--- src/hdl/crt_pkg.sv ---
`timescale 1ns / 1ps
// shared types and constants for the three-congruence crt solver
// no dependencies; imported by every module of the block
package crt_pkg;

   localparam int LANE_COUNT = 3;
   localparam int MOD_W      = 16;
   localparam int COF_W      = 2 * MOD_W;
   localparam int SOL_W      = 3 * MOD_W;
   localparam int COEF_W     = MOD_W + 2;
   localparam int CNT_W      = $clog2(COF_W + 1);
   localparam int IDX_W      = $clog2(LANE_COUNT);

   typedef enum logic [2:0] {
      L_IDLE,
      L_COFMOD,
      L_CHECK,
      L_EUCDIV,
      L_PMSTART,
      L_PMOD,
      L_TERM,
      L_DONE
   } lane_state_type;

   typedef enum logic [2:0] {
      T_IDLE,
      T_COF,
      T_PROD,
      T_LANES,
      T_WAIT,
      T_MERGE,
      T_OUT
   } top_state_type;

   typedef struct packed {
      logic             done;
      logic             ok;
      logic [SOL_W-1:0] term;
   } lane_stat_type;

   typedef struct packed {
      logic             done;
      logic [COF_W-1:0] quotient;
      logic [MOD_W-1:0] remainder;
   } div_res_type;

endpackage

--- src/hdl/crt_div.sv ---
`timescale 1ns / 1ps
// restoring divider, one quotient bit per cycle
// depends on crt_pkg
module crt_div (
   input  logic                      clock,
   input  logic                      reset,
   input  logic                      start,
   input  logic [crt_pkg::COF_W-1:0] dividend,
   input  logic [crt_pkg::MOD_W-1:0] divisor,
   output crt_pkg::div_res_type      result
);
   import crt_pkg::*;

   logic [COF_W-1:0] quo_ff, quo_in;
   logic [MOD_W-1:0] rem_ff, rem_in;
   logic [MOD_W-1:0] dvs_ff, dvs_in;
   logic [CNT_W-1:0] cnt_ff, cnt_in;
   logic             busy_ff, busy_in;
   logic             done_ff, done_in;
   logic [MOD_W:0]   shifted;
   logic [MOD_W:0]   diff;
   logic             fits;

   always_comb begin
      shifted = {rem_ff, quo_ff[COF_W-1]};
      diff    = shifted - {1'b0, dvs_ff};
      fits    = shifted >= {1'b0, dvs_ff};
      quo_in  = quo_ff;
      rem_in  = rem_ff;
      dvs_in  = dvs_ff;
      cnt_in  = cnt_ff;
      busy_in = busy_ff;
      done_in = 1'b0;
      if (start) begin
         quo_in  = dividend;
         rem_in  = '0;
         dvs_in  = divisor;
         cnt_in  = CNT_W'(COF_W);
         busy_in = 1'b1;
      end else if (busy_ff) begin
         rem_in = fits ? diff[MOD_W-1:0] : shifted[MOD_W-1:0];
         quo_in = {quo_ff[COF_W-2:0], fits};
         cnt_in = cnt_ff - 1'b1;
         if (cnt_ff == CNT_W'(1)) begin
            busy_in = 1'b0;
            done_in = 1'b1;
         end
      end
   end

   always_ff @(posedge clock) begin
      quo_ff <= quo_in;
      rem_ff <= rem_in;
      dvs_ff <= dvs_in;
      cnt_ff <= cnt_in;
      if (reset) begin
         busy_ff <= 1'b0;
         done_ff <= 1'b0;
      end else begin
         busy_ff <= busy_in;
         done_ff <= done_in;
      end
   end

   assign result.done      = done_ff;
   assign result.quotient  = quo_ff;
   assign result.remainder = rem_ff;

endmodule

--- src/hdl/crt_lane.sv ---
`timescale 1ns / 1ps
// one congruence: cofactor inverse by extended euclid, then the crt term
// depends on crt_pkg and crt_div
module crt_lane (
   input  logic                      clock,
   input  logic                      reset,
   input  logic                      start,
   input  logic [crt_pkg::MOD_W-1:0] residue,
   input  logic [crt_pkg::MOD_W-1:0] modulus,
   input  logic [crt_pkg::COF_W-1:0] cofactor,
   output crt_pkg::lane_stat_type    status
);
   import crt_pkg::*;

   lane_state_type state_ff, state_in;
   logic [MOD_W-1:0]         r0_ff, r0_in, r1_ff, r1_in;
   logic signed [COEF_W-1:0] c0_ff, c0_in, c1_ff, c1_in;
   logic [MOD_W-1:0]         inv_ff, inv_in, t_ff, t_in;
   logic [SOL_W-1:0]         term_ff, term_in;
   logic                     ok_ff, ok_in;

   logic                       div_start;
   logic [COF_W-1:0]           div_dividend;
   logic [MOD_W-1:0]           div_divisor;
   div_res_type                div_res;
   logic signed [COEF_W-1:0]   q_s;
   logic signed [2*COEF_W-1:0] qc;
   logic signed [2*COEF_W-1:0] c_new;
   logic signed [COEF_W-1:0]   c_pos;
   logic [COEF_W-2:0]          c_wrap;

   crt_div u_div (
      .clock    (clock),
      .reset    (reset),
      .start    (div_start),
      .dividend (div_dividend),
      .divisor  (div_divisor),
      .result   (div_res)
   );

   // next state
   always_comb begin
      state_in = state_ff;
      case (state_ff)
         L_IDLE, L_DONE: begin
            if (start) state_in = (modulus == '0) ? L_DONE : L_COFMOD;
         end
         L_COFMOD:  if (div_res.done) state_in = L_CHECK;
         L_CHECK: begin
            if (r1_ff != '0)      state_in = L_EUCDIV;
            else if (r0_ff != MOD_W'(1)) state_in = L_DONE;
            else                  state_in = L_PMSTART;
         end
         L_EUCDIV:  if (div_res.done) state_in = L_CHECK;
         L_PMSTART: state_in = L_PMOD;
         L_PMOD:    if (div_res.done) state_in = L_TERM;
         L_TERM:    state_in = L_DONE;
         default:   state_in = L_IDLE;
      endcase
   end

   // bezout update and inverse normalization
   always_comb begin
      q_s    = $signed({2'b00, div_res.quotient[MOD_W-1:0]});
      qc     = (2*COEF_W)'(q_s) * (2*COEF_W)'(c1_ff);
      c_new  = $signed({{COEF_W{c0_ff[COEF_W-1]}}, c0_ff}) - qc;
      c_pos  = c0_ff[COEF_W-1] ? c0_ff + $signed({2'b00, modulus}) : c0_ff;
      c_wrap = c_pos[COEF_W-2:0];
      if (c_wrap >= {1'b0, modulus}) c_wrap = c_wrap - {1'b0, modulus};
   end

   // datapath and divider control
   always_comb begin
      r0_in        = r0_ff;
      r1_in        = r1_ff;
      c0_in        = c0_ff;
      c1_in        = c1_ff;
      inv_in       = inv_ff;
      t_in         = t_ff;
      term_in      = term_ff;
      ok_in        = ok_ff;
      div_start    = 1'b0;
      div_dividend = cofactor;
      div_divisor  = modulus;
      case (state_ff)
         L_IDLE, L_DONE: begin
            if (start) begin
               ok_in     = 1'b0;
               div_start = (modulus != '0);
            end
         end
         L_COFMOD: begin
            r0_in = modulus;
            r1_in = div_res.remainder;
            c0_in = '0;
            c1_in = COEF_W'(1);
         end
         L_CHECK: begin
            inv_in       = c_wrap[MOD_W-1:0];
            div_start    = (r1_ff != '0);
            div_dividend = {{(COF_W-MOD_W){1'b0}}, r0_ff};
            div_divisor  = r1_ff;
         end
         L_EUCDIV: begin
            if (div_res.done) begin
               r0_in = r1_ff;
               r1_in = div_res.remainder;
               c0_in = c1_ff;
               c1_in = c_new[COEF_W-1:0];
            end
         end
         L_PMSTART: begin
            div_start    = 1'b1;
            div_dividend = COF_W'(residue) * COF_W'(inv_ff);
         end
         L_PMOD: t_in = div_res.remainder;
         L_TERM: begin
            term_in = SOL_W'(cofactor) * SOL_W'(t_ff);
            ok_in   = 1'b1;
         end
         default: ok_in = ok_ff;
      endcase
   end

   always_ff @(posedge clock) begin
      r0_ff   <= r0_in;
      r1_ff   <= r1_in;
      c0_ff   <= c0_in;
      c1_ff   <= c1_in;
      inv_ff  <= inv_in;
      t_ff    <= t_in;
      term_ff <= term_in;
      if (reset) begin
         state_ff <= L_IDLE;
         ok_ff    <= 1'b0;
      end else begin
         state_ff <= state_in;
         ok_ff    <= ok_in;
      end
   end

   assign status.done = (state_ff == L_DONE);
   assign status.ok   = ok_ff;
   assign status.term = term_ff;

endmodule

--- config.mk ---
export PLATFORM = sky130hd
export DESIGN_NAME = crt_lane
export DESIGN_NICKNAME = d
export VERILOG_FILES = /design/src/hdl/crt_pkg.sv /design/src/hdl/crt_div.sv /design/src/hdl/crt_lane.sv
export SDC_FILE = /design/constraint.sdc
export NUM_CORES = 2
export LEC_CHECK = 0
export ABC_AREA = 1
export BUFFER_PORTS_ARGS = -buffer_cell sky130_fd_sc_hd__buf_2
export CORE_ASPECT_RATIO = 1.25
export CORE_UTILIZATION = 60
export CTS_CLUSTER_DIAMETER = 40
export DETAILED_ROUTE_END_ITERATION = 8
export PLACE_DENSITY_LB_ADDON = 0.08
export SLEW_MARGIN = 20
export SYNTH_ARGS = -nofsm -noshare
export SYNTH_HDL_FRONTEND = slang
export SYNTH_HIERARCHICAL = 1
export SYNTH_SLANG_ARGS = --single-unit
--- constraint.sdc ---
create_clock -name clock -period 7.6 [get_ports clock]
set_input_delay 0.76 -clock clock [delete_from_list [all_inputs] [get_ports clock]]
set_output_delay 0.76 -clock clock [all_outputs]
set_load 0.01 [all_outputs]
==> run_results.csv <==
group,metric,value,unit
outcome,status,"completed",
sta,rsz0062_at_grt,"false",
critical_path,worst-path-max-fanout,23,
placement,dpl.cell_count,6555,
floorplanning,die_y,304,um
detailed_routing,drc_errors,0,
clocking,clock-root-buffer,"clkbuf_16",
clocking,cts_tree,"yes",
critical_path,cp_data_required_time,7890,ps
floorplanning,start_util,60.8,%
placement,place.gp.congestion,0.966,
sta,slew_violations,0,
clocking,postCtsSetupBuffers,0,
critical_path,cp-end-kind,"flip-flop",
critical_path,worstSetupPathType,"reg -> reg",
floorplanning,dieArea,0.0743,sq mm
critical_path,crit_arrival,7300,ps
yosys,synthArstFlopShare,0,%
sta,setup_viol_count_final,0,
clocking,cts-buffers-inserted,35,
worst_hold_path,min_path_type,"in -> reg",
yosys,syn-num-nets,6837,
yosys,syn_inst,5691,
yosys,synth-seq-cells,224,
floorplanning,io_pins,117,
yosys,ys_top_cells_by_count,"1646 x nand2_1, 1498 x inv_1, 740 x fa_1",
yosys,synth_cell_types,53,
detailed_routing,num_vias,35833,
job,drv_cap,0,
yosys,synth_area_leaders,"fa_1 34%, nand2_1 14%, edfxtp_1 13%, inv_1 13%, ha_1 9.7%",
sta,max_freq,143,MHz
yosys,ys_seq_area_share,14.7,%
cells_and_area,fin_cells,6618,
critical_path,startpoint_type,"flip-flop",
clocking,ctsResizeCount,0,
floorplanning,num_rows,110,
detailed_routing,wire_per_inst,18.2,um
yosys,synth_ff_type,"edfxtp_1",
yosys,synth_top_area_share,33.7,%
placement,port_buffers,116,
grt,grt_start_max_net_pins,69,
grt,grt.overflow.total,0,
clocking,hold_buffers,0,
yosys,netlist_area,0.0439,sq mm
sta,fin_tns_setup,0,ps
yosys,synth_most_common_cell,"nand2_1",
grt,grt_util_all_layers,33.3,%
clocking,path_clk_slew,50,ps
detailed_routing,via_per_inst,5.41,
yosys,synth_top_area_cell,"fa_1",
sta,finalCritPeriodShare,92.2,%
clocking,cts_sinks,224,
sta,worst_clock_skew,34.0,ps
sta,relSlewSlack,21.9,%
detailed_routing,dr.pass1.iters,5,
floorplanning,die_w,244,um
floorplanning,core_area,0.0723,sq mm
detailed_routing,ant_nets,0,
yosys,yosysWarnings,6,
sta,hold_viol,0,
sta,worst_pin_slew,1170,ps
grt,grt_pass1_wl,193,mm
cells_and_area,fill_cells,6504,
yosys,synth-edff-count,196,
grt,grt_pass1_vias,36243,
yosys,syn_area_per_cell,7.71,sq um
clocking,htree_levels,2,
detailed_routing,drt_iter0_drc,2926,
clocking,cts.path.max_buffers,3,
cells_and_area,design_area,0.0462,sq mm
placement,placed_cell_area,0.0450,sq mm
clocking,clk_latency,560,ps
grt,antenna_found_initial,0,
detailed_routing,drt_wl_total,120,mm
placement,post-dp-hpwl,97.5,mm
cells_and_area,nets,6787,
sta,holdWs,470,ps
sta,post-route-min-period,7010,ps
cells_and_area,synthToLayoutAreaGrowth,5.30,%
cells_and_area,drive_gt1_share,5.17,%
## sequential cells by signal, summed over array words and instances, names as in the netlist, 16 cells and up
signal	flops
term_ff	48
u_div/quo_ff	32
c0_ff	18
c1_ff	18
inv_ff	16
r0_ff	16
r1_ff	16
t_ff	16
u_div/dvs_ff	16
u_div/rem_ff	16
## placed cells by master, fill, tap and decap left out, types with 12 or more instances in the layout
cell type and instances:
a21o_1 20, a21oi_1 152, a31oi_1 31, buf_2 116
buf_4 39, clkbuf_16 36, dfxtp_1 28, edfxtp_1 196
fa_1 740, ha_1 339, inv_1 1498, nand2_1 1646
nand2_2 32, nand3_1 135, nand3b_1 17, nand4_1 33
nor2_1 198, nor3_1 23, nor4_1 12, o21ai_0 133
o21ai_1 17, o21bai_1 19, xnor2_1 29, xor2_1 58
## through the flow
stage               util (%)  worst slack, ps
global placement        62.3              673
floorplan                  -             1480
detailed placement      62.3              695
global route            64.0              324
finish                  64.0              594
CTS                     63.9              673
## final timing paths
check | startpoint | to | slack, ps | depth (start not counted)
setup reg to reg | t_ff[1] | term_ff[30] | 590 | 23
hold reg to reg | u_div/rem_ff[3] | r1_ff[3] | 500 | 0
setup / recovery | t_ff[1] | term_ff[30] | 590 | 23
hold / removal | reset | state_ff[2] | 470 | 2
## cell type report
type / instances / area, sq um / area share (%)
multi-input combinational: 3719 / 30900 / 66.8
sequential: 224 / 6450 / 13.9
inverter: 1505 / 5650 / 12.2
tap: 952 / 1190 / 2.58
clock buffer: 40 / 916 / 1.98
timing repair buffer: 156 / 888 / 1.92
clock inverter: 21 / 267 / 0.577
antenna: 1 / 2.50 / 0.00541
## worst max-delay path, stage by stage (launching register included)
cell	delay, ps
edfxtp_1	1100
buf_4	360
nand2_1	100
fa_1	530
fa_1	540
fa_1	520
inv_1	70
fa_1	480
fa_1	490
inv_1	50
fa_1	480
inv_1	40
ha_1	370
a21oi_1	290
inv_1	70
a21oi_1	300
nand2_1	150
nand2_1	120
nand3_1	150
nand2_1	100
nand2_1	130
nand2_1	100
nand2_1	60
xor2_1	150
## cell families after synthesis
group | share of synthesized area (%)
and+or+nand+nor | 19.6
buffers and inverters | 15.1
AOI/OAI and AO/OA | 5.44
xor gates and xnor gates | 1.74
adders and majority gates | 43.4
DFF | 14.7
## metal layers
metal  GRT usage (%)  share of wire (%)  vias to the layer above  wire length [um]
li1                -                  -                    16625                 -
met1            45.1                 41                    17671             49500
met2            55.7                 49                     1328             58600
met3            4.44                7.4                      209              8950
met4            9.67                2.9                        0              3460
met5               0                  0                        -                 0
Power is not shown: default switching activity piles up to over one toggle a cycle in this logic, so the estimate is an artifact.
