==> src/hdl/crt_pkg.sv <==
`timescale 1ns / 1ps
// shared types and constants for the three-congruence crt solver
// no dependencies; imported by every module of the block
package crt_pkg;

   localparam int LANE_COUNT = 3;
   localparam int MOD_W      = 16;
   localparam int COF_W      = 2 * MOD_W;
   localparam int SOL_W      = 3 * MOD_W;
   localparam int COEF_W     = MOD_W + 2;
   localparam int CNT_W      = $clog2(COF_W + 1);
   localparam int IDX_W      = $clog2(LANE_COUNT);

   typedef enum logic [2:0] {
      L_IDLE,
      L_COFMOD,
      L_CHECK,
      L_EUCDIV,
      L_PMSTART,
      L_PMOD,
      L_TERM,
      L_DONE
   } lane_state_type;

   typedef enum logic [2:0] {
      T_IDLE,
      T_COF,
      T_PROD,
      T_LANES,
      T_WAIT,
      T_MERGE,
      T_OUT
   } top_state_type;

   typedef struct packed {
      logic             done;
      logic             ok;
      logic [SOL_W-1:0] term;
   } lane_stat_type;

   typedef struct packed {
      logic             done;
      logic [COF_W-1:0] quotient;
      logic [MOD_W-1:0] remainder;
   } div_res_type;

endpackage

==> src/hdl/crt_merge.sv <==
`timescale 1ns / 1ps
// sums the lane terms modulo the modulus product, one term per cycle
// depends on crt_pkg
module crt_merge (
   input  logic                                            clock,
   input  logic                                            reset,
   input  logic                                            start,
   input  crt_pkg::lane_stat_type [crt_pkg::LANE_COUNT-1:0] lanes,
   input  logic [crt_pkg::SOL_W-1:0]                       modulus_prod,
   output logic                                            done,
   output logic [crt_pkg::SOL_W-1:0]                       solution,
   output logic                                            solvable
);
   import crt_pkg::*;

   logic [IDX_W-1:0] idx_ff, idx_in;
   logic             busy_ff, busy_in;
   logic             done_ff, done_in;
   logic [SOL_W-1:0] sum_ff, sum_in;
   logic             ok_ff, ok_in;
   logic [SOL_W:0]   acc;

   always_comb begin
      acc     = {1'b0, sum_ff} + {1'b0, lanes[idx_ff].term};
      idx_in  = idx_ff;
      busy_in = busy_ff;
      done_in = 1'b0;
      sum_in  = sum_ff;
      ok_in   = ok_ff;
      if (start) begin
         idx_in  = '0;
         busy_in = 1'b1;
         sum_in  = '0;
         ok_in   = 1'b1;
      end else if (busy_ff) begin
         if (acc >= {1'b0, modulus_prod}) acc = acc - {1'b0, modulus_prod};
         sum_in = acc[SOL_W-1:0];
         ok_in  = ok_ff & lanes[idx_ff].ok;
         idx_in = idx_ff + 1'b1;
         if (idx_ff == IDX_W'(LANE_COUNT - 1)) begin
            busy_in = 1'b0;
            done_in = 1'b1;
         end
      end
   end

   always_ff @(posedge clock) begin
      idx_ff <= idx_in;
      sum_ff <= sum_in;
      ok_ff  <= ok_in;
      if (reset) begin
         busy_ff <= 1'b0;
         done_ff <= 1'b0;
      end else begin
         busy_ff <= busy_in;
         done_ff <= done_in;
      end
   end

   assign done     = done_ff;
   assign solvable = ok_ff;
   assign solution = ok_ff ? sum_ff : '0;

endmodule

==> config.mk <==
export PLATFORM = sky130hd
export DESIGN_NAME = crt_merge
export DESIGN_NICKNAME = d
export VERILOG_FILES = /design/src/hdl/crt_pkg.sv /design/src/hdl/crt_merge.sv
export SDC_FILE = /design/constraint.sdc
export NUM_CORES = 1
export LEC_CHECK = 0
export BUFFER_PORTS_ARGS = -buffer_cell sky130_fd_sc_hd__buf_4
export CAP_MARGIN = 15
export CORE_UTILIZATION = 45
export CTS_CLUSTER_DIAMETER = 100
export DETAILED_ROUTE_END_ITERATION = 7
export HOLD_SLACK_MARGIN = 0.08
export PLACE_DENSITY = 0.7
export SYNTH_ARGS = -nofsm -noshare
export SYNTH_HDL_FRONTEND = slang
export SYNTH_SLANG_ARGS = --single-unit
==> constraint.sdc <==
create_clock -name clock -period 9.1 [get_ports clock]
set_clock_uncertainty 0.15 [all_clocks]
set_input_delay 0.455 -clock clock [delete_from_list [all_inputs] [get_ports clock]]
set_output_delay 0.455 -clock clock [all_outputs]
set_load 0.1 [all_outputs]
==> impl_metrics.ini, run 1 <==
[logic_synthesis]
ys_warn_count = 0
synth_area_um2 = 9798
syn_inst = 1419
synth.distinct_cells = 73
async_flop_share_pct = 0
ys_seq_area_share_pct = 10.83
synth_nets = 1719
yosysTopAreaCell = ha_1
synth_edf_count = 0
avgSynthCellArea_um2 = 6.905
ys_ff_latch = 53
synth.area.top_cells = ha_1 (12%), dfxtp_1 (11%), o21ai_0 (5.7%)
yosys.area.top_type_share_pct = 12.39
ys.flop_type = dfxtp_1

[global_route]
grtUsageTotal_pct = 30.59
globalRouteOverflowTotal = 0
antenna_found_initial = 0
grt_first_pass_wirelength_mm = 53.50
grt_max_degree = 82
grt_pass1_vias = 10030

[worst_setup_path]
worst-r2r-setup-slack_ns = 1.15
slowest_stage = nor3_1
cp-start-kind = flop
critPathArrivalTime_ns = 7.97
crit_fanout = 32
worst_ep_required_time_ns = 9.12
cp_top_family = simple AND/OR/NAND/NOR gates
reg2regPathDepth = 25
r2r_end = sum_ff[8]
end_kind = flop
crit_path_max_incr_delay_ns = 0.63
critical_path.endpoint = sum_ff[8]
r2r-start = idx_ff[0]
cp-startpoint = idx_ff[0]
cpMostUsedCell = o21ai_0
cp_num_cells = 25
worst-path-buf-inv = 3
criticalPathCategory = flop to flop

[drt]
drc = 0
avgViaCountPerCell = 6.034
highest_layer = met4
wl_met1_mm = 16.81
wirelength_mm = 35.24
route.met2.wl_mm = 14.53
met3_length_mm = 3.389
vias = 11270
drt_iter0_drc = 1020
ant_nets = 0
firstDrtPassIters = 5
avgRoutedWirePerCell_um = 18.87

[timing]
min_period_ns = 7.946
period_share_pct = 87.32
fin_setup_tns_ns = 0
hold_violations = 0
fmax_mhz = 125.9
layout_setup_ws_ns = 1.154
finalSetupViolCount = 0
slew_headroom_pct = 42.37
worst_pin_slew_ns = 0.8426
rsz0062_at_grt = no
slew_violations = 0

[finish]
area_delta_synth_final_pct = 20.98
diodes = 0
final_common_cell = buf_4
layout.nets = 1891
regArea_um2 = 1066
mostFrequentLayoutCells = buf_4 (258), nand2_1 (125), o21ai_0 (112), a21oi_1 (105)
multiInputGateArea_um2 = 8050
fillers = 2118
drive_above_1_share_pct = 18.40

[power]
p_per_area_nw_per_um2 = 364.6
p_clk_share_pct = 4.9
power.internal_uw = 1719
switching_share_pct = 60.24
irDropWorstVdd_mv = 0.2046
p_leak_uw = 0.005365
power.switching_uw = 2604
pwr-share-seq_pct = 8.8
comb_power_share_pct = 86.3

[floorplan]
rows = 53
die_area_um2 = 22370
die_h_um = 149.6
fp.coreArea_um2 = 21150
start_util_pct = 46.32
die_w_um = 149.6
io_pins = 251

[clock_network]
cts_resized = 0
cts_tree = done
clockRootBuffer = clkbuf_16
cts_htree_levels = 2
cts_setup_buffers = 0
clk_pin_slew_ns = 0.08
cts_buffers = 5
clk_latency_ns = 0.31
ctsLongestPathBuffers = 2
hold_buffers = 0
clock_sinks = 53

[run]
max-cap-violations = 0

[placed_design]
dp_hpwl_mm = 28.99
port_buffers = 247
dp_slack_ns = 1.295
gp_congestion = 0.9195

[hold_path]
min_path_cells = 2
hp-class = input port to flop

[status]
status = finished, final reports clean
[power groups by stage]
stage | combinational (uW) | clock (uW) | sequential [uW]
finish | 3730 | 213 | 380
CTS | 3660 | 211 | 373
global placement | 3620 | 0 | 379
global route | 4040 | 220 | 383
floorplan | 2790 | 0 | 335
detailed placement | 3640 | 0 | 378
[state kept, by name, indices dropped and copies added, names as in the netlist]
register / flops
sum_ff: 48
idx_ff: 2
busy_ff: 1
done: 1
solvable: 1
[Yosys cell counts (4+ instances only)]
library cell	n
o31ai_1	9
o21ai_0	112
o41ai_1	4
nor3_1	23
clkbuf_1	74
o211ai_1	17
o21a_1	14
xnor2_1	44
nand4_1	32
or3_1	12
o21bai_1	14
o221ai_1	5
o21ai_1	32
a31oi_1	16
or4_1	7
ha_1	97
a21o_1	48
buf_1	5
nand2_1	125
a21oi_1	105
nor2b_1	15
dfxtp_1	53
a221oi_1	5
buf_6	5
and2_1	55
a211oi_1	14
or2_2	6
nand3_1	52
buf_2	9
o2111ai_1	4
nand2b_1	13
inv_1	80
and4_1	7
and3_1	13
a311oi_1	34
mux2i_1	54
nor3b_1	9
nor2_1	97
xor2_1	28
nor4_1	7
[cell type report]
cell class	instances	share of cell area, %
Timing Repair Buffer	258	16.34
Sequential cell	53	8.993
Clock buffer	6	1.172
Inverter	80	2.533
Clock inverter	2	0.1478
Tap cell	275	2.903
Multi-Input combinational cell	1193	67.91
[per-stage QoR]
stage          cell area, um2  hold WS [ns]  std cells  total power [uW]  utilization, %
2_1_floorplan            9798        0.2957       1419              3129               -
3_3_place_gp            11700        0.3117       1859              3995           55.30
6_report                11850        0.1513       1867              4322           56.04
3_5_place_dp            11700        0.3235       1859              4021           55.30
5_1_grt                 11850        0.1472       1867              4647           56.04
4_1_cts                 11850        0.1505       1867              4247           56.04
[per-layer routing]
metal | track usage, % | up-vias
li1 | - | 5601
met1 | 46.08 | 5174
met2 | 45.19 | 459
met3 | 4.787 | 31
met4 | 5.816 | 0
met5 | 0 | -
[logic make-up after synthesis]
group	synth area share, %
adders and majority gates	12.80
buffers and inverters	7.126
AOI/OAI and AO/OA	32.19
muxes	5.861
and+or+nand+nor	24.76
DFF	10.83
xor gates and xnor gates	6.436
[worst min path at each step]
stage / endpoint / from / slack (ns)
after floorplan: sum_ff[8] / sum_ff[8] / 0.30
after detailed placement: sum_ff[47] / sum_ff[47] / 0.32
after global placement: sum_ff[47] / sum_ff[47] / 0.31
after global routing: busy_ff / reset / 0.15
final: busy_ff / reset / 0.15
after CTS: busy_ff / reset / 0.15
(Power assumes the default switching activity.)
==> run 2, diff against run 1 <==
clock period = 8.7 ns   (was 9.1 ns; I/O delays follow)
==> run 2 against run 1 <==
  * Clock power barely moved
  * Cell area rose by 0.26%
  * Sequential cell count did not move
  * Die area did not move
  * Critical path type unchanged
  * Critical path depth rose by 1
  * Cell count rose by 0.32%
  * Via count rose by 0.47%
  * Global-route usage fell by 0.11 points
  * First-iteration DRC count fell by 5.8%
==> impl_metrics.ini, run 2 (synthesis results as in run 1) <==
[finish]
fillers = 2141
layout.nets = 1897
top_register = sum_ff
final_common_cell = buf_4
area_delta_synth_final_pct = 21.30
mostFrequentLayoutCells = buf_4 (264), nand2_1 (125), o21ai_0 (112), a21oi_1 (105)
top_regs = sum_ff x48, idx_ff x2
fin_cells = 1873
largest_reg_flops = 48
drive_above_1_share_pct = 18.65
diodes = 0

[clock_network]
cts_setup_buffers = 0
clock_sinks = 53
cts_resized = 0
clk_pin_slew_ns = 0.08
cts_htree_levels = 2
clk_latency_ns = 0.30
hold_buffers = 0
cts_tree = done
ctsLongestPathBuffers = 2
clockRootBuffer = clkbuf_16
cts_buffers = 5

[timing]
slew_violations = 0
finalSetupViolCount = 0
rsz0062_at_grt = no
fin_setup_tns_ns = 0
period_share_pct = 92.11
min_period_ns = 8.014
hold_violations = 0
worst_pin_slew_ns = 0.8710
slew_headroom_pct = 41.93
fmax_mhz = 124.8

[placed_design]
gp_congestion = 0.9302
dp_hpwl_mm = 29.23
port_buffers = 247
dp_cells = 1865

[status]
status = finished, final reports clean

[hold_path]
hp-class = input port to flop

[worst_setup_path]
critPathArrivalTime_ns = 8.03
criticalPathCategory = flop to flop
cp-start-kind = flop
worst_ep_required_time_ns = 8.72
end_kind = flop
crit_fanout = 27

[drt]
vias = 11320
ant_nets = 0
avgViaCountPerCell = 6.043
drt_iter0_drc = 961
drc = 0
firstDrtPassIters = 6
avgRoutedWirePerCell_um = 18.89
wirelength_mm = 35.39

[run]
max-cap-violations = 0

[power]
switching_share_pct = 60.22
power.switching_uw = 2721
power.internal_uw = 1797
pwr-share-seq_pct = 8.8
p_per_area_nw_per_um2 = 380.1
comb_power_share_pct = 86.5
irDropWorstVdd_mv = 0.1825
p_clk_share_pct = 4.7
p_leak_uw = 0.005384

[global_route]
grt_first_pass_wirelength_mm = 53.48
grt_pass1_vias = 9988
grt_max_degree = 82
antenna_found_initial = 0
globalRouteOverflowTotal = 0
grtUsageTotal_pct = 30.48

[floorplan]
rows = 53
start_util_pct = 46.32
die_w_um = 149.6
die_area_um2 = 22370
fp.coreArea_um2 = 21150
io_pins = 251
die_h_um = 149.6
==> run 2: changes by cell type in the layout (fill, tap and decap cells not counted) <==
cell / previous run / this run
buf_4: 258 / 264
inv_4: 0 / 1
clkbuf_8: 1 / 0
clkinvlp_4: 0 / 1
inv_6: 1 / 0
clkinv_4: 1 / 0
clkbuf_1: 0 / 1
==> run 2: final cells by class <==
| class | instances | area (um2) | share of cell area [%] |
|---|---|---|---|
| flip-flops and latches | 53 | 1066 | 8.969 |
| clock buffers | 6 | 128.9 | 1.084 |
| repair buffers | 264 | 1982 | 16.68 |
| clock inverters | 2 | 13.76 | 0.1158 |
| inverters | 80 | 300.3 | 2.527 |
| multi-input cells | 1193 | 8050 | 67.73 |
| well taps | 275 | 344.1 | 2.895 |
==> run 2: worst max-delay path, cell delays in order, from the launching register on <==
cell,delay (ns)
dfxtp_1,0.59
buf_4,0.33
nor2b_4,0.29
buf_4,0.28
nand2_1,0.07
o21ai_0,0.19
ha_1,0.36
o21ai_0,0.16
nor4_1,0.12
nor3_1,0.65
o311ai_0,0.23
a21oi_1,0.27
o21ai_0,0.23
a221oi_1,0.36
xnor2_1,0.26
inv_1,0.11
ha_1,0.45
nand3_1,0.13
or4_1,0.53
or3_1,0.42
o31ai_2,0.35
a211oi_1,0.14
o311ai_1,0.12
nand2_1,0.41
buf_4,0.33
a22oi_1,0.22
o32ai_1,0.11
==> run 2: worst paths after layout <==
kind / end / depth (start not counted) / startpoint / slack [ns]
worst max-delay path: sum_ff[43] / 26 / idx_ff[1] / 0.69
worst min register to register: sum_ff[47] / 2 / sum_ff[47] / 0.36
worst max register to register: sum_ff[43] / 26 / idx_ff[1] / 0.69
worst min-delay path: busy_ff / 2 / reset / 0.13
==> run 2: power by group through the flow <==
stage	Clock [uW]	Sequential (uW)	Combinational, uW
floorplan	0	350	2920
global placement	0	398	3780
detailed placement	0	399	3810
CTS	210	393	3830
global route	221	403	4240
finish	211	399	3910
==> run 2: metal layers <==
layer | part of all wire [%] | vias up | routed length, um | track usage [%]
li1 | - | 5589 | - | -
met1 | 47 | 5186 | 16680 | 45.89
met2 | 42 | 506 | 14870 | 45.83
met3 | 9.2 | 37 | 3266 | 3.567
met4 | 1.6 | 0 | 570 | 6.020
met5 | 0 | - | 0 | 0
==> run 2: stage by stage <==
stage | utilization (%) | setup WS, ns | total power [uW] | cell area [um2] | hold WS [ns]
6_report | 56.18 | 0.6863 | 4518 | 11890 | 0.1292
5_1_grt | 56.18 | 0.08620 | 4862 | 11890 | 0.1366
4_1_cts | 56.18 | 0.7505 | 4433 | 11890 | 0.1310
3_5_place_dp | 55.51 | 0.7981 | 4209 | 11740 | 0.3368
3_3_place_gp | 55.51 | 0.9225 | 4183 | 11740 | 0.3137
2_1_floorplan | - | 1.997 | 3272 | 9798 | 0.2957
==> run 3, diff against run 2 <==
ABC_AREA = 1   (was default)
PLACE_DENSITY = 0.67   (was 0.7)
==> run 3 against run 2 <==
  * Non-clock buffer count fell by 12
  * Synthesized area rose by 33%
  * Utilization fell by 1.8 points
  * First-iteration DRC count rose by 29%
  * Highest routed layer unchanged
  * Power rose by 30%
  * Hold slack improved by 0.014 ns
  * Maximum frequency rose by 13%
  * Clock-buffer cell count did not move
  * Synthesized cell count rose by 91%
==> impl_metrics.ini, run 3 <==
[timing]
layout_setup_ws_ns = 1.626
min_period_ns = 7.074
hold_violations = 0
finalSetupViolCount = 0
slew_violations = 0
rsz0062_at_grt = no
worst_pin_slew_ns = 1.083
fin_setup_tns_ns = 0
slew_headroom_pct = 27.62
fmax_mhz = 141.4
period_share_pct = 81.31

[finish]
top_regs = sum_ff x48, idx_ff x2
multiInputGateArea_um2 = 9161
top_register = sum_ff
regArea_um2 = 1067
area_delta_synth_final_pct = 17.36
diodes = 0
fillers = 3182
drive_above_1_share_pct = 10.11
largest_reg_flops = 48
mostFrequentLayoutCells = nand2_1 (1107), inv_1 (671), buf_4 (251), nor2_1 (237), nand3_1 (221)
fin_cells = 3295
layout.nets = 3216
final_common_cell = nand2_1

[floorplan]
io_pins = 251
die_h_um = 172.4
die_w_um = 172.4
die_area_um2 = 29700
rows = 61
fp.coreArea_um2 = 28160
start_util_pct = 46.37

[worst_setup_path]
worst-r2r-setup-slack_ns = 1.63
cp-start-kind = flop
crit_path_max_incr_delay_ns = 0.76
cp-startpoint = idx_ff[0]
slowest_stage = inv_2
cpMostUsedCell = nand2_1
reg2regPathDepth = 29
criticalPathCategory = flop to flop
worst_ep_required_time_ns = 8.80
end_kind = flop
r2r_end = sum_ff[34]
crit_fanout = 63
critPathArrivalTime_ns = 7.17
r2r-start = idx_ff[0]

[logic_synthesis]
synth.distinct_cells = 32
async_flop_share_pct = 0
synth.area.top_cells = nand2_1 (32%), inv_1 (19%), ha_1 (9.3%)
ys_seq_area_share_pct = 8.125
ys_ff_latch = 53
yosysTopAreaCell = nand2_1
ys.flop_type = dfxtp_1
synthTopCellsByCount = nand2_1 (1107), inv_1 (672), nor2_1 (239), nand3_1 (221), ha_1 (97)
ys_warn_count = 0
synth_area_um2 = 13060
synth_nets = 3016
syn_inst = 2716
yosysMostFrequentCell = nand2_1
avgSynthCellArea_um2 = 4.808
yosys.area.top_type_share_pct = 31.82
synth_edf_count = 0

[power]
pwr-share-seq_pct = 7.2
switching_share_pct = 65.58
irDropWorstVdd_mv = 0.1846
power.switching_uw = 3856
power.internal_uw = 2024
p_clk_share_pct = 4.2
p_per_area_nw_per_um2 = 383.6
comb_power_share_pct = 88.6
p_leak_uw = 0.01015

[clock_network]
cts_setup_buffers = 0
clk_pin_slew_ns = 0.08
cts_tree = done
clk_latency_ns = 0.31
clock_sinks = 53
cts_buffers = 5
cts_htree_levels = 2
clockRootBuffer = clkbuf_16
ctsLongestPathBuffers = 2
hold_buffers = 0
cts_resized = 0

[drt]
ant_nets = 0
vias = 16140
route.met2.wl_mm = 22.04
wl_met1_mm = 21.67
drt_iter0_drc = 1242
firstDrtPassIters = 5
met3_length_mm = 3.674
highest_layer = met4
avgViaCountPerCell = 4.899
drc = 0
wirelength_mm = 49.26
avgRoutedWirePerCell_um = 14.95

[hold_path]
hp-class = input port to flop
min_to = done
hp-start = reset
min_path_cells = 2

[global_route]
grtUsageTotal_pct = 32.55
grt_first_pass_wirelength_mm = 72.83
globalRouteOverflowTotal = 0
grt_max_degree = 101
grt_pass1_vias = 14020
antenna_found_initial = 0

[placed_design]
port_buffers = 247
dp_slack_ns = 1.824
gp_congestion = 0.9603
dp_cells = 3286
dp_hpwl_mm = 43.03

[run]
max-cap-violations = 0

[status]
status = finished, final reports clean
==> run 3: changes by cell type after synthesis, moves of 54 or more <==
cell,change
nand3_1,+169
o21ai_0,-109
and2_1,-54
inv_1,+592
nand2_1,+982
mux2i_1,-54
nor2_1,+142
==> run 3: worst max path at each step <==
stage / slack [ns] / cells after the start / endpoint
floorplan: 4.42 / 37 / sum_ff[4]
global placement: 1.94 / 31 / sum_ff[34]
detailed placement: 1.82 / 29 / sum_ff[34]
CTS: 1.78 / 29 / sum_ff[34]
global route: 1.16 / 30 / sum_ff[34]
finish: 1.63 / 29 / sum_ff[34]
==> run 3: cell families after synthesis <==
kind of cell / after synthesis / synth area share [%]
buf+inv: 739 / 21.84
flops: 53 / 8.125
simple gates: 1666 / 52.04
xor+xnor: 42 / 2.817
compound gates: 117 / 5.586
fa+ha+maj: 99 / 9.600
==> run 3: routing by layer <==
layer | global-route usage (%) | vias to the layer above
li1 | - | 8456
met1 | 42.11 | 7066
met2 | 54.61 | 540
met3 | 4.372 | 81
met4 | 12.16 | 0
met5 | 0 | -
==> run 3: area by class of cell <==
cell class	count	area share (%)
Clock inverter	2	0.2531
Inverter	680	16.65
Tap cell	378	3.086
Sequential cell	53	6.964
Multi-Input combinational cell	1924	59.78
Clock buffer	6	0.8409
Timing Repair Buffer	252	12.43
==> run 3: metrics by stage <==
stage / instance area, um2 / power (uW) / util (%) / hold WS (ns)
after CTS: 15310 / 5853 / 54.35 / 0.1425
after global routing: 15330 / 6504 / 54.42 / 0.1389
final: 15330 / 5880 / 54.42 / 0.1432
after floorplan: 13060 / 4265 / - / 0.2989
after global placement: 15140 / 5534 / 53.75 / 0.3122
after detailed placement: 15140 / 5592 / 53.75 / 0.3151
==> run 3: power by group through the flow <==
stage          Clock [uW]  Combinational [uW]  Sequential, uW
2_1_floorplan           0                3890             377
3_3_place_gp            0                5100             430
3_5_place_dp            0                5160             430
4_1_cts               246                5180             425
5_1_grt               256                5820             432
6_report              247                5210             425
==> run 3: worst max-delay path: cells and delay by family (launching register included) <==
kind / cells / cell delay [ns]
and+or+nand+nor: 18 / 2.60
buffers and inverters: 6 / 2.09
AOI/OAI and AO/OA: 2 / 0.46
adders and majority gates: 2 / 0.72
DFF: 1 / 0.32
xor gates and xnor gates: 1 / 0.55
